===== config.mk =====
export PLATFORM = sky130hd
export DESIGN_NAME = ppd_root
export DESIGN_NICKNAME = d
export VERILOG_FILES = /design/src/rtl/ppd_pkg.sv /design/src/rtl/ppd_root.sv
export SDC_FILE = /design/constraint.sdc
export NUM_CORES = 1
export LEC_CHECK = 0
export ABC_AREA = 1
export BUFFER_PORTS_ARGS = -buffer_cell sky130_fd_sc_hd__buf_2
export CORE_MARGIN = 2
export CORE_UTILIZATION = 39
export CTS_CLUSTER_SIZE = 24
export DETAILED_ROUTE_END_ITERATION = 10
export GPL_ROUTABILITY_DRIVEN = 0
export GPL_TIMING_DRIVEN = 0
export HOLD_SLACK_MARGIN = 0.05
export SYNTH_ARGS = -nofsm -noshare
export SYNTH_HDL_FRONTEND = slang
export SYNTH_SLANG_ARGS = --single-unit

===== constraint.sdc =====
create_clock -name clock -period 7.6 [get_ports clock]
set_input_delay 0.76 -clock clock [delete_from_list [all_inputs] [get_ports clock]]
set_output_delay 0.76 -clock clock [all_outputs]
set_load 0.005 [all_outputs]

===== src/rtl/ppd_pkg.sv =====
// Shared types, constants and codes of the point to polyline distance unit.
`default_nettype none
package ppd_pkg;

   localparam int MAX_POINTS = 256;
   localparam int ADDR_W     = $clog2(MAX_POINTS);
   localparam int COUNT_W    = $clog2(MAX_POINTS + 1);
   localparam logic [COUNT_W-1:0] MAX_COUNT = COUNT_W'(MAX_POINTS);

   localparam int POINT_W    = 64;
   localparam int N_W        = 132;
   localparam int DEN_W      = 66;
   localparam int Q_W        = 68;
   localparam int ROOT_W     = 34;
   localparam int DIV_STEPS  = Q_W;
   localparam int ROOT_STEPS = ROOT_W;
   localparam int STEP_W     = 7;

   localparam logic [1:0] KIND_CLEAR  = 2'd0;
   localparam logic [1:0] KIND_APPEND = 2'd1;
   localparam logic [1:0] KIND_QUERY  = 2'd2;

   localparam logic [1:0] STATUS_OK     = 2'd0;
   localparam logic [1:0] STATUS_FEW    = 2'd1;
   localparam logic [1:0] STATUS_REPEAT = 2'd2;

   typedef struct packed {
      logic [1:0]         kind;
      logic signed [31:0] x;
      logic signed [31:0] y;
   } ppd_req_type;

   typedef struct packed {
      logic [31:0] distance;
      logic [1:0]  status;
      logic        overflow;
   } ppd_rsp_type;

   typedef struct packed {
      logic             start;
      logic             use_div;
      logic [N_W-1:0]   num;
      logic [DEN_W-1:0] den;
   } ppd_root_req_type;

   typedef struct packed {
      logic              done;
      logic [ROOT_W-1:0] root;
   } ppd_root_rsp_type;

   typedef enum logic [4:0] {
      ST_IDLE, ST_FIRST, ST_FIRST_WAIT, ST_FETCH, ST_LOAD,
      ST_NUM_A, ST_NUM_B, ST_DEN_A, ST_DEN_B, ST_DECIDE,
      ST_SQ_A, ST_SQ_B, ST_SQ_END,
      ST_CR_A, ST_CR_B, ST_CR_END,
      ST_CS_A, ST_CS_B, ST_CS_C, ST_CS_END,
      ST_ROOT, ST_ROOT_WAIT, ST_FINISH
   } ppd_state_type;

   typedef enum logic [1:0] {
      R_IDLE, R_DIV, R_SQRT
   } ppd_root_state_type;

endpackage
`default_nettype wire


===== src/rtl/ppd_root.sv =====
// Bit-serial divide (when use_div is set) followed by bit-serial integer square root.
`default_nettype none
module ppd_root (
   input  wire logic                     clock,
   input  wire logic                     reset,
   input  wire ppd_pkg::ppd_root_req_type root_req,
   output ppd_pkg::ppd_root_rsp_type     root_rsp
);

   ppd_pkg::ppd_root_state_type state_ff, state_in;

   logic [ppd_pkg::STEP_W-1:0]  cnt_ff, cnt_in;
   logic [ppd_pkg::DEN_W-1:0]   rem_ff, rem_in;
   logic [ppd_pkg::DEN_W-1:0]   den_ff, den_in;
   logic [ppd_pkg::Q_W-1:0]     q_ff, q_in;
   logic [ppd_pkg::ROOT_W:0]    srem_ff, srem_in;
   logic [ppd_pkg::ROOT_W-1:0]  root_ff, root_in;
   logic                        done_ff, done_in;

   logic [ppd_pkg::DEN_W:0]     div_t;
   logic                        div_ge;
   logic [ppd_pkg::ROOT_W+2:0]  sq_t;
   logic [ppd_pkg::ROOT_W+2:0]  sq_trial;
   logic                        sq_ge;
   logic                        div_last;
   logic                        sq_last;

   assign div_t    = {rem_ff, q_ff[ppd_pkg::Q_W-1]};
   assign div_ge   = div_t >= {1'b0, den_ff};
   assign sq_t     = {srem_ff, q_ff[ppd_pkg::Q_W-1 -: 2]};
   assign sq_trial = {1'b0, root_ff, 2'b01};
   assign sq_ge    = sq_t >= sq_trial;
   assign div_last = cnt_ff == ppd_pkg::STEP_W'(ppd_pkg::DIV_STEPS - 1);
   assign sq_last  = cnt_ff == ppd_pkg::STEP_W'(ppd_pkg::ROOT_STEPS - 1);

   always_comb begin
      state_in = state_ff;
      unique case (state_ff)
         ppd_pkg::R_IDLE: begin
            if (root_req.start) begin
               state_in = root_req.use_div ? ppd_pkg::R_DIV : ppd_pkg::R_SQRT;
            end
         end
         ppd_pkg::R_DIV: begin
            if (div_last) begin
               state_in = ppd_pkg::R_SQRT;
            end
         end
         ppd_pkg::R_SQRT: begin
            if (sq_last) begin
               state_in = ppd_pkg::R_IDLE;
            end
         end
         default: state_in = ppd_pkg::R_IDLE;
      endcase
   end

   always_comb begin
      cnt_in  = cnt_ff;
      rem_in  = rem_ff;
      den_in  = den_ff;
      q_in    = q_ff;
      srem_in = srem_ff;
      root_in = root_ff;
      done_in = 1'b0;
      unique case (state_ff)
         ppd_pkg::R_IDLE: begin
            if (root_req.start) begin
               cnt_in  = '0;
               rem_in  = {2'b00, root_req.num[ppd_pkg::N_W-1:ppd_pkg::Q_W]};
               den_in  = root_req.den;
               q_in    = root_req.num[ppd_pkg::Q_W-1:0];
               srem_in = '0;
               root_in = '0;
            end
         end
         ppd_pkg::R_DIV: begin
            rem_in = div_ge ? ppd_pkg::DEN_W'(div_t - {1'b0, den_ff})
                            : div_t[ppd_pkg::DEN_W-1:0];
            q_in   = {q_ff[ppd_pkg::Q_W-2:0], div_ge};
            cnt_in = div_last ? '0 : cnt_ff + ppd_pkg::STEP_W'(1);
         end
         ppd_pkg::R_SQRT: begin
            srem_in = sq_ge ? (ppd_pkg::ROOT_W+1)'(sq_t - sq_trial)
                            : sq_t[ppd_pkg::ROOT_W:0];
            root_in = {root_ff[ppd_pkg::ROOT_W-2:0], sq_ge};
            q_in    = {q_ff[ppd_pkg::Q_W-3:0], 2'b00};
            cnt_in  = cnt_ff + ppd_pkg::STEP_W'(1);
            done_in = sq_last;
         end
         default: begin
            done_in = 1'b0;
         end
      endcase
   end

   always_ff @(posedge clock) begin
      if (reset) begin
         state_ff <= ppd_pkg::R_IDLE;
         done_ff  <= 1'b0;
      end else begin
         state_ff <= state_in;
         done_ff  <= done_in;
      end
      cnt_ff  <= cnt_in;
      rem_ff  <= rem_in;
      den_ff  <= den_in;
      q_ff    <= q_in;
      srem_ff <= srem_in;
      root_ff <= root_in;
   end

   assign root_rsp.done = done_ff;
   assign root_rsp.root = root_ff;

endmodule
`default_nettype wire


After elaboration in Yosys (flattened, before gate mapping)
Index checks and enable logic that the tools add are counted.
{"block": "totals", "reg_bits": 279, "in_bits": 202, "output_inout_bits": 35, "word_cells": 49}
{"block": "op_classes", "add_sub_neg": 3, "order_cmp": 2, "eq_ne": 7, "mux": 18, "bitwise": 1, "n_reduce_logical": 10}
{"op": "$pmux W68 S3", "n": 1}
{"op": "$mux W66", "n": 2}
{"op": "$pmux W66 S2", "n": 1}
{"op": "$mux W35", "n": 2}
{"op": "$pmux W35 S2", "n": 1}
{"op": "$mux W68", "n": 1}
{"op": "$pmux W34 S2", "n": 1}
{"op": "$ge A67 B66 Y1", "n": 1}
{"op": "$sub A66 B66 Y66", "n": 1}
{"op": "$ge A37 B36 Y1", "n": 1}
{"op": "$sub A35 B35 Y35", "n": 1}
{"op": "$mux W34", "n": 1}
{"op": "$pmux W7 S3", "n": 1}
{"op": "$mux W7", "n": 2}
{"op": "$mux W2", "n": 4}
{"op": "$reduce_and A2 Y1", "n": 4}
{"op": "$add A7 B1 Y7 const B", "n": 1}
{"op": "$eq A7 B6 Y1 const B", "n": 1}
{"op": "$eq A7 B7 Y1 const B", "n": 1}
{"op": "$ne A2 B2 Y1 const B", "n": 3}
{"op": "$pmux W2 S3", "n": 1}
{"op": "$reduce_bool A2 Y1", "n": 2}
{"op": "$reduce_and A3 Y1", "n": 1}
{"op": "$reduce_bool A3 Y1", "n": 1}
{"op": "other kinds (5)", "n": 5}

Logic depth before layout (Yosys ltp)
Gate-level depths: netlist (run 1).
{"block": "depth", "depth_word": 3, "depth_mapped": 20, "ltp_nobuf": 18}

Worst setup path after synthesis (run 1)
OpenSTA, ideal clock, no wires.
{"block": "synth_path", "kind": "reg2reg", "startpoint": "reg state_ff[0]", "endpoint": "reg root_ff[0] in the netlist's numbering, enable pin", "setup_time_ns": 0.591, "t_arrival_ns": 5.709, "required_time_ns": 7.009, "setup_slack_ns": 1.300, "path_stages_with_launch": 6, "path_buffers": 1, "period_less_slack_ns": 6.300, "path_cell_list": "dfxtp_1 > inv_1 > ha_1 > clkbuf_1 > inv_1 > o21ai_0"}
{"block": "synth_via", "elab_chain_cells": 3}
{"item": "start, declared", "line_no": "ppd_root.sv:10", "rtl": "ppd_pkg::ppd_root_state_type state_ff, state_in;"}
{"item": "start signal, assigned", "line_no": "ppd_root.sv:99", "rtl": "state_ff <= ppd_pkg::R_IDLE;"}
{"item": "start signal, assigned", "line_no": "ppd_root.sv:102", "rtl": "state_ff <= state_in;"}
{"item": "$eq A2 B2 Y1 / $logic_not A2 Y1 (equally long branches)", "line_no": "ppd_root.sv:66", "rtl": "unique case (state_ff)"}
{"item": "$reduce_bool A2 Y1 (no source line) / $ne A2 B2 Y1 (equally long branches)"}
{"item": "$reduce_and A2 Y1 (no source line) *"}
{"item": "end signal, assigned", "line_no": "ppd_root.sv:110", "rtl": "root_ff <= root_in;"}
{"item": "end, declared", "line_no": "ppd_root.sv:17", "rtl": "logic [ppd_pkg::ROOT_W-1:0] root_ff, root_in;"}
Every way passes the cells marked *; elsewhere a longest branch is shown, timed or not.
A chain may end at the register's enable or synchronous reset.

Worst setup path in the final report (run 1)
{"block": "layout_path", "startpoint": "reg q_ff[67] in the netlist's numbering", "endpoint": "reg rem_ff[50] in the netlist's numbering (data pin)"}
{"block": "layout_via", "elab_chain_cells": 3}
{"item": "start, declared", "line_no": "ppd_root.sv:15", "rtl": "logic [ppd_pkg::Q_W-1:0] q_ff, q_in;"}
{"item": "start signal, assigned", "line_no": "ppd_root.sv:108", "rtl": "q_ff <= q_in;"}
{"item": "$sub A66 B66 Y66 / $ge A67 B66 Y1 (equally long branches)", "line_no": "ppd_root.sv:78, ppd_root.sv:29"}
{"item": "$mux W66 *", "line_no": "ppd_root.sv:78", "rtl": "rem_in = div_ge ? ppd_pkg::DEN_W'(div_t - {1'b0, den_ff})"}
{"item": "$pmux W66 S2 *", "line_no": "ppd_root.sv:66"}
{"item": "via rem_in (one bit)", "line_no": "ppd_root.sv:13", "rtl": "logic [ppd_pkg::DEN_W-1:0] rem_ff, rem_in;"}
{"item": "end signal, assigned", "line_no": "ppd_root.sv:106", "rtl": "rem_ff <= rem_in;"}
{"item": "end, declared", "line_no": "ppd_root.sv:13"}
Mark *: on every way through the listed nets, which the timed path passes. The rest lies on a longest branch.

==> out/qor.yml, run 1 <==
run_status: "finished, final reports clean"
clk_latency_ns: 0.56
syn_avg_cell_area_um2: 7.03
hold_class: "input pin to flip-flop"
fin_crit_ns: 3.15
hold_slack_ns: 0.371
power_switching_mw: 5.28
syn_to_final_growth_pct: 15.6
timing.rr.start: "q_ff[67]"
switching_share_pct: 48.3
first_global_vias: 18500
grt-ovfl-total: 0
vias: 19500
slew_viol_final: 0
wl_per_cell_um: 15.8
setup.worst_path.end_class: "flip-flop"
rr_worst_depth: 15
rsz0062_at_grt: "no"
die-area_um2: 56400
hold_path_end: "den_ff[24]"
power_density_nw_per_um2: 445
nets: 3613
p_int_mw: 5.66
synth_edf_count: 276
required_ns: 7.91
ctsHoldBuffers: 0
relSlewSlack_pct: 20.2
ys.flop_type: "edfxtp_1"
grt_max_degree: 67
ys_seq_area_share_pct: 39.3
layout_common_cells: "1067 x nand2_1, 616 x inv_1, 276 x edfxtp_1"
htree_levels: 2
dp_hpwl_um: 51500
synth-seq-cells: 279
peakVddDrop_v: 0.000195
fin_crit_sh_pct: 41.4
rows: 85
seqPwrFrac_pct: 26.1
fmax_mhz: 318
io_pins: 237
initial_core_util_pct: 39.5
cts_resized: 0
start_kind: "flip-flop"
grt_antenna_before_repair: 7
drt_first_pass_iters: 6
io_buffers: 236
syn-num-nets: 3335
cts.clk_slew.worst_paths_ns: 0.06
layout_commonest_cell: "nand2_1"
finClkSkew_ns: 0.0222
vias_per_cell: 4.85
p_clk_share_pct: 14.8
whs_path_depth: 1
postCtsSetupRepairBufs: 0
clockBufferDepth: 3
final_util_pct: 45.7
die_h_um: 237
synth_area_um2: 21300
synth.distinct_cells: 38
cts_tree: "yes"
die_x_um: 237
setup_viol: 0
track_usage_pct: 22.3
comb_power_share_pct: 59.1
ant_nets: 0
grt_pass1_wl_um: 98300
drt_wl_total_um: 63500
maxCapViolCount: 0
syn_inst: 3024
clock-sinks: 279
tightest_slew_ns: 1.20
rr_endpoint: "rem_ff[50]"
final-hold-violation-count: 0
drtIter0Drc: 1515
drc_errors: 0
drive_above_1_share_pct: 10.8
fillers: 5635
reg2reg_slack_ns: 4.45
numCtsBuffers: 34
coreArea_um2: 53800
path_max_fanout: 6
crit_type: "flip-flop to flip-flop"
synthArstFlopShare_pct: 0
yosysWarnings: 0
arrival_ns: 3.46
total_leakage_power_nw: 12.8
min_from: "root_req[24]"
root_buffer: "clkbuf_16"
[routing by layer]
metal	wire length [um]	vias to the layer above	GRT usage, %	part of all wire [%]
li1	-	10100	-	-
met1	28300	8751	29.4	45
met2	29400	558	37.7	46
met3	3700	107	3.08	5.8
met4	2070	4	7.68	3.3
met5	23	-	0	0.036
[stage by stage]
step           cells  instance area, um2  total power, mW  TNS, ns  setup WS, ns
2_1_floorplan   3024               21300             7.45        0          1.30
3_3_place_gp    3956               23300             9.29  -225.75         -1.92
3_5_place_dp    3962               23500             9.28        0          4.50
4_1_cts         4021               24500             11.0        0          4.47
5_1_grt         4023               24600             11.9        0          4.21
6_report        4028               24600             10.9        0          4.45
[power groups by stage]
stage / clock (mW) / combinational [mW] / sequential (mW)
6_report: 1.62 / 6.47 / 2.86
2_1_floorplan: 0 / 4.57 / 2.88
3_5_place_dp: 0 / 6.40 / 2.88
4_1_cts: 1.67 / 6.43 / 2.86
5_1_grt: 1.72 / 7.26 / 2.93
3_3_place_gp: 0 / 6.29 / 3.00
[cells in the mapped netlist (23+ instances only)]
cell type | n | area (um2)
a21oi_1 | 92 | 460
clkbuf_1 | 32 | 120
edfxtp_1 | 276 | 8290
ha_1 | 108 | 1350
inv_1 | 617 | 2320
nand2_1 | 1067 | 4010
nand3_1 | 162 | 811
nand3b_1 | 67 | 503
nand4_1 | 24 | 150
nor2_1 | 248 | 931
o21ai_0 | 66 | 330
o221ai_1 | 66 | 578
xnor2_1 | 33 | 289
xor2_1 | 23 | 201
[logic make-up after synthesis]
| group | Yosys count | share of synthesized area (%) |
|---|---|---|
| AND/OR/NAND/NOR | 1619 | 31.6 |
| XOR/XNOR | 56 | 2.31 |
| AO/OA/AOI/OAI | 258 | 7.60 |
| adder cells (fa/ha/maj) | 109 | 6.45 |
| buffers and inverters | 703 | 12.8 |
| flip-flops | 279 | 39.3 |
[worst max-delay path by stage]
| stage | from | slack, ns | end | depth (start not counted) |
|---|---|---|---|---|
| finish | q_ff[67] | 4.45 | rem_ff[50] | 15 |
| global route | q_ff[67] | 4.21 | rem_ff[50] | 15 |
| CTS | q_ff[67] | 4.47 | rem_ff[50] | 15 |
| detailed placement | q_ff[67] | 4.50 | rem_ff[50] | 15 |
| global placement | state_ff[1] | -1.92 | rem_ff[38] | 6 |
| floorplan | state_ff[0] | 1.30 | root_ff[0] | 5 |
[state kept, by name, indices dropped and copies added, names as in the netlist]
| signal | count |
|---|---|
| cnt_ff | 7 |
| srem_ff | 35 |
| state_ff | 2 |
| q_ff | 68 |
| den_ff | 66 |
| root_ff | 34 |
| rem_ff | 66 |
| done_ff | 1 |
[layout make-up]
type | count | area, um2 | area share (%)
multi-input cells | 2042 | 10200 | 41.6
flip-flops and latches | 279 | 8350 | 34.0
inverters | 630 | 2370 | 9.64
repair buffers | 242 | 1310 | 5.33
clock buffers | 45 | 913 | 3.72
well taps | 696 | 871 | 3.54
plain buffers | 73 | 358 | 1.46
clock inverters | 14 | 168 | 0.682
diodes | 7 | 17.5 | 0.0713
[critical path, cell delays in order, from the launching register on]
cell and delay, ns:
edfxtp_1 0.42, inv_1 0.19, ha_1 0.25, fa_1 0.42, nor2_1 0.20, nand2_1 0.07
nand3_1 0.21, nand2_1 0.08, nand2_1 0.21, nand2_1 0.08, nand2_1 0.22, nand2_1 0.17
nand4_1 0.11, nand3_1 0.13, nand2_1 0.10, nand2_1 0.04
Power figures use the tool's default switching activity.
==> run 2, diff against run 1 <==
ABC_AREA = 0   (was 1)
clock period = 3 ns   (was 7.6 ns; I/O delays follow)
==> out/qor.yml, run 2 <==
reg_top3: "q_ff x68, den_ff x66, rem_ff x66"
power_density_nw_per_um2: 1090  # +140%
maxCapViolCount: 0  # unchanged
layout_commonest_cell: "edfxtp_1"
ys.flop_type: "edfxtp_1"
synthArstFlopShare_pct: 0  # unchanged
arrival_ns: 3.86  # +0.40 ns
syn_inst: 1857  # -39%
wl_per_cell_um: 18.3  # +16%
syn-num-nets: 2168  # -35%
numCtsBuffers: 36  # +5.9%
ant_nets: 0  # unchanged
max_stage_delay_ns: 0.44  # +0.02 ns
die_x_um: 220  # -7.4%
switching_share_pct: 41.7  # -6.5 points
tightest_slew_ns: 1.08  # -0.117 ns
hold_class: "input pin to flip-flop"
synth_top_cell_by_area: "edfxtp_1"
power_switching_mw: 11.2  # +110%
final_util_pct: 53.1  # +7.5 points
die_h_um: 220  # -7.4%
rr_endpoint: "rem_ff[47]"
stdcell_count: 2956  # -27%
vias: 15800  # -19%
drt_wl_total_um: 54100  # -15%
start_kind: "flip-flop"
setup_viol: 103  # +103
synth_top_area_share_pct: 45.6  # +6.6 points
vias_per_cell: 5.36  # +11%
synth_compound_area_share_pct: 19.6  # +12 points
syn_avg_cell_area_um2: 9.79  # +39%
synth_most_common_cell: "edfxtp_1"
cp_slowest_cell: "edfxtp_1"
peakVddDrop_v: 0.000552  # +180%
reg2reg_slack_ns: -0.56  # -5.02 ns
cp_cell_sequence: "ha_4 -> nand4_1 -> nor4_4 -> o211ai_1 -> nand3_2 -> a221oi_4 -> o31ai_4 -> nor3_4 -> o31ai_4 -> buf_6 -> buf_12 -> buf_12 -> mux2i_1 -> a21oi_1"
nets: 2627  # -27%
required_ns: 3.29  # -4.62 ns
grt_max_degree: 67  # unchanged
grt-ovfl-total: 0  # unchanged
comb_power_share_pct: 57.8  # -1.3 points
fmax_mhz: 281  # -12%
coreArea_um2: 46300  # -14%
drive_above_1_share_pct: 24.1  # +13 points
seqPwrFrac_pct: 26.5  # +0.4 points
grt_pass1_wl_um: 82800  # -16%
clk_latency_ns: 0.56  # about the same
synth_common_cells: "276 x edfxtp_1, 241 x nor2_1, 240 x a21oi_1, 140 x inv_1, 108 x ha_1"
tns_ns: -45.99  # -45.99 ns
synth_area_leaders: "edfxtp_1 46%, ha_1 7.4%, a21oi_1 6.6%, nor2_1 5.0%, mux2i_1 4.5%"
crit_type: "flip-flop to flip-flop"
drtIter0Drc: 968  # -36%
setup.worst_path.end_class: "flip-flop"
htree_levels: 2  # unchanged
synth-seq-cells: 279  # unchanged
p_int_mw: 15.6  # +180%
cts.clk_slew.worst_paths_ns: 0.06  # about the same
finalWorstSetupSlack_ns: -0.564  # -5.02 ns
fin_crit_ns: 3.56  # +0.417 ns
root_buffer: "clkbuf_16"
hold_slack_ns: 0.0679  # -0.303 ns
syn_to_final_growth_pct: 35.2
critPathBufInv: 3  # +2
synth_top_family_by_area: "compound AO/OA/AOI/OAI gates"
timing.rr.start: "rem_ff[14]"
synthMuxAreaShare_pct: 4.64  # +4.6 points
fin_crit_sh_pct: 119  # +77 points
track_usage_pct: 21.7  # -0.59 points
clockBufferDepth: 3  # unchanged
drc_errors: 0  # unchanged
die-area_um2: 48400  # -14%
crit_family: "compound AO/OA/AOI/OAI gates"
yosysWarnings: 0  # unchanged
dp_hpwl_um: 38100  # -26%
clock-sinks: 279  # unchanged
rr_worst_depth: 14  # -1
min_from: "root_req[184]"
run_status: "complete, but fails checks"
synth-xor-area-share_pct: 4.67  # +2.4 points
final-hold-violation-count: 0  # unchanged
relSlewSlack_pct: 28.0  # +7.8 points
synth_area_um2: 18200  # -14%
total_leakage_power_nw: 10.1  # -21%
synth.distinct_cells: 72  # +89%
first_global_vias: 15500  # -16%
ys_seq_area_share_pct: 45.9  # +6.7 points
finClkSkew_ns: 0.0198  # -0.00241 ns
violations: "setup timing"
whs_path_depth: 3  # +2
layout_common_cells: "276 x edfxtp_1, 238 x buf_2, 232 x nor2_1"
slew_viol_final: 0  # unchanged
grt_antenna_before_repair: 5  # -2
max_flop_register: "q_ff"
hold_path_end: "rem_ff[50]"
rows: 79  # -7.1%
synth_fa_ha_area_share_pct: 7.54  # +1.1 points
p_total_mw: 26.8  # +140%
synth-simple-area-share_pct: 12.0  # -20 points
rsz0062_at_grt: "yes"
dp.cells: 2708  # -32%
initial_core_util_pct: 39.3  # -0.21 points
synth_edf_count: 276  # unchanged
largest_reg_flops: 68  # unchanged
p_clk_share_pct: 15.7  # +0.9 points
io_pins: 237  # unchanged
path_max_fanout: 7  # +1
io_buffers: 236  # unchanged
drt_first_pass_iters: 5  # -1
cts_tree: "yes"
-- run 2: cell types whose count changed after synthesis, sizes merged, moves of 41 or more --
| cell | delta |
|---|---|
| o221ai | -58 |
| nand3 | -132 |
| nand3b | -64 |
| clkbuf | +41 |
| mux2i | +82 |
| a22oi | +67 |
| inv | -489 |
| nand2 | -968 |
| a21oi | +149 |
| a21o | +52 |
-- run 2: power by group through the flow --
stage	Sequential (mW)	Combinational, mW	Clock [mW]
global placement	7.13	12.1	0
finish	7.10	15.5	4.21
detailed placement	7.09	12.5	0
global route	7.27	16.9	4.47
CTS	7.05	14.4	4.34
floorplan	6.92	9.42	0
-- run 2: worst max-delay path by stage --
stage                            from    endpoint  slack [ns]  cells past startpoint
after floorplan            rem_ff[17]   rem_ff[0]       -0.11                     13
after global placement    state_ff[1]  rem_ff[21]       -2.00                      6
after detailed placement   rem_ff[28]  rem_ff[56]       -1.30                     12
after CTS                  rem_ff[17]   rem_ff[1]       -0.53                     14
after global routing       rem_ff[14]  rem_ff[41]       -0.70                     14
final                      rem_ff[14]  rem_ff[47]       -0.56                     14
-- run 2: area by class of cell --
type | instances | area (um2)
multi-input combinational | 1339 | 9910
sequential | 279 | 8350
clock buffer | 50 | 995
tap | 607 | 759
timing repair buffer | 442 | 3380
clock inverter | 16 | 141
inverter | 140 | 528
fill | 4205 | 21700
buffer | 78 | 513
antenna | 5 | 12.5
-- run 2: logic make-up after synthesis --
group | Yosys count
buffers and inverters | 239
DFF | 279
AOI/OAI and AO/OA | 558
xor gates and xnor gates | 97
adders and majority gates | 109
and+or+nand+nor | 491
muxes | 84
-- run 2: through the flow --
stage	cell area [um2]	worst slack, ns
2_1_floorplan	18400	-0.108
3_3_place_gp	20300	-2.00
3_5_place_dp	20500	-1.30
4_1_cts	23900	-0.529
5_1_grt	24600	-0.703
6_report	24600	-0.564
-- run 2: timing repair --
item | 4_1_cts | 5_1_grt
hold buffers | 120 | 0
endpoints found under the hold margin | 121 | 0
gates resized for setup | 129 | 86
buffers inserted | 43 | 26
pin swaps | 32 | 32
gates cloned | 7 | 4
setup endpoints to repair | 170 | 141
-- run 2: metal layers --
layer  part of all wire [%]  wire, um  global-route usage [%]  vias to the layer above
met1                     47     25300                    29.9                     7631
met5                      0         0                       0                        -
met3                    4.4      2380                    3.38                       87
met4                    2.5      1340                    6.29                        0
li1                       -         -                       -                     7738
met2                     46     25100                    35.4                      387
-- run 2: worst min-delay path: cells and delay by family --
family	cells	cell delay, ns
compound gates	1	0.09
buf+inv	1	0.08
simple gates	1	0.04
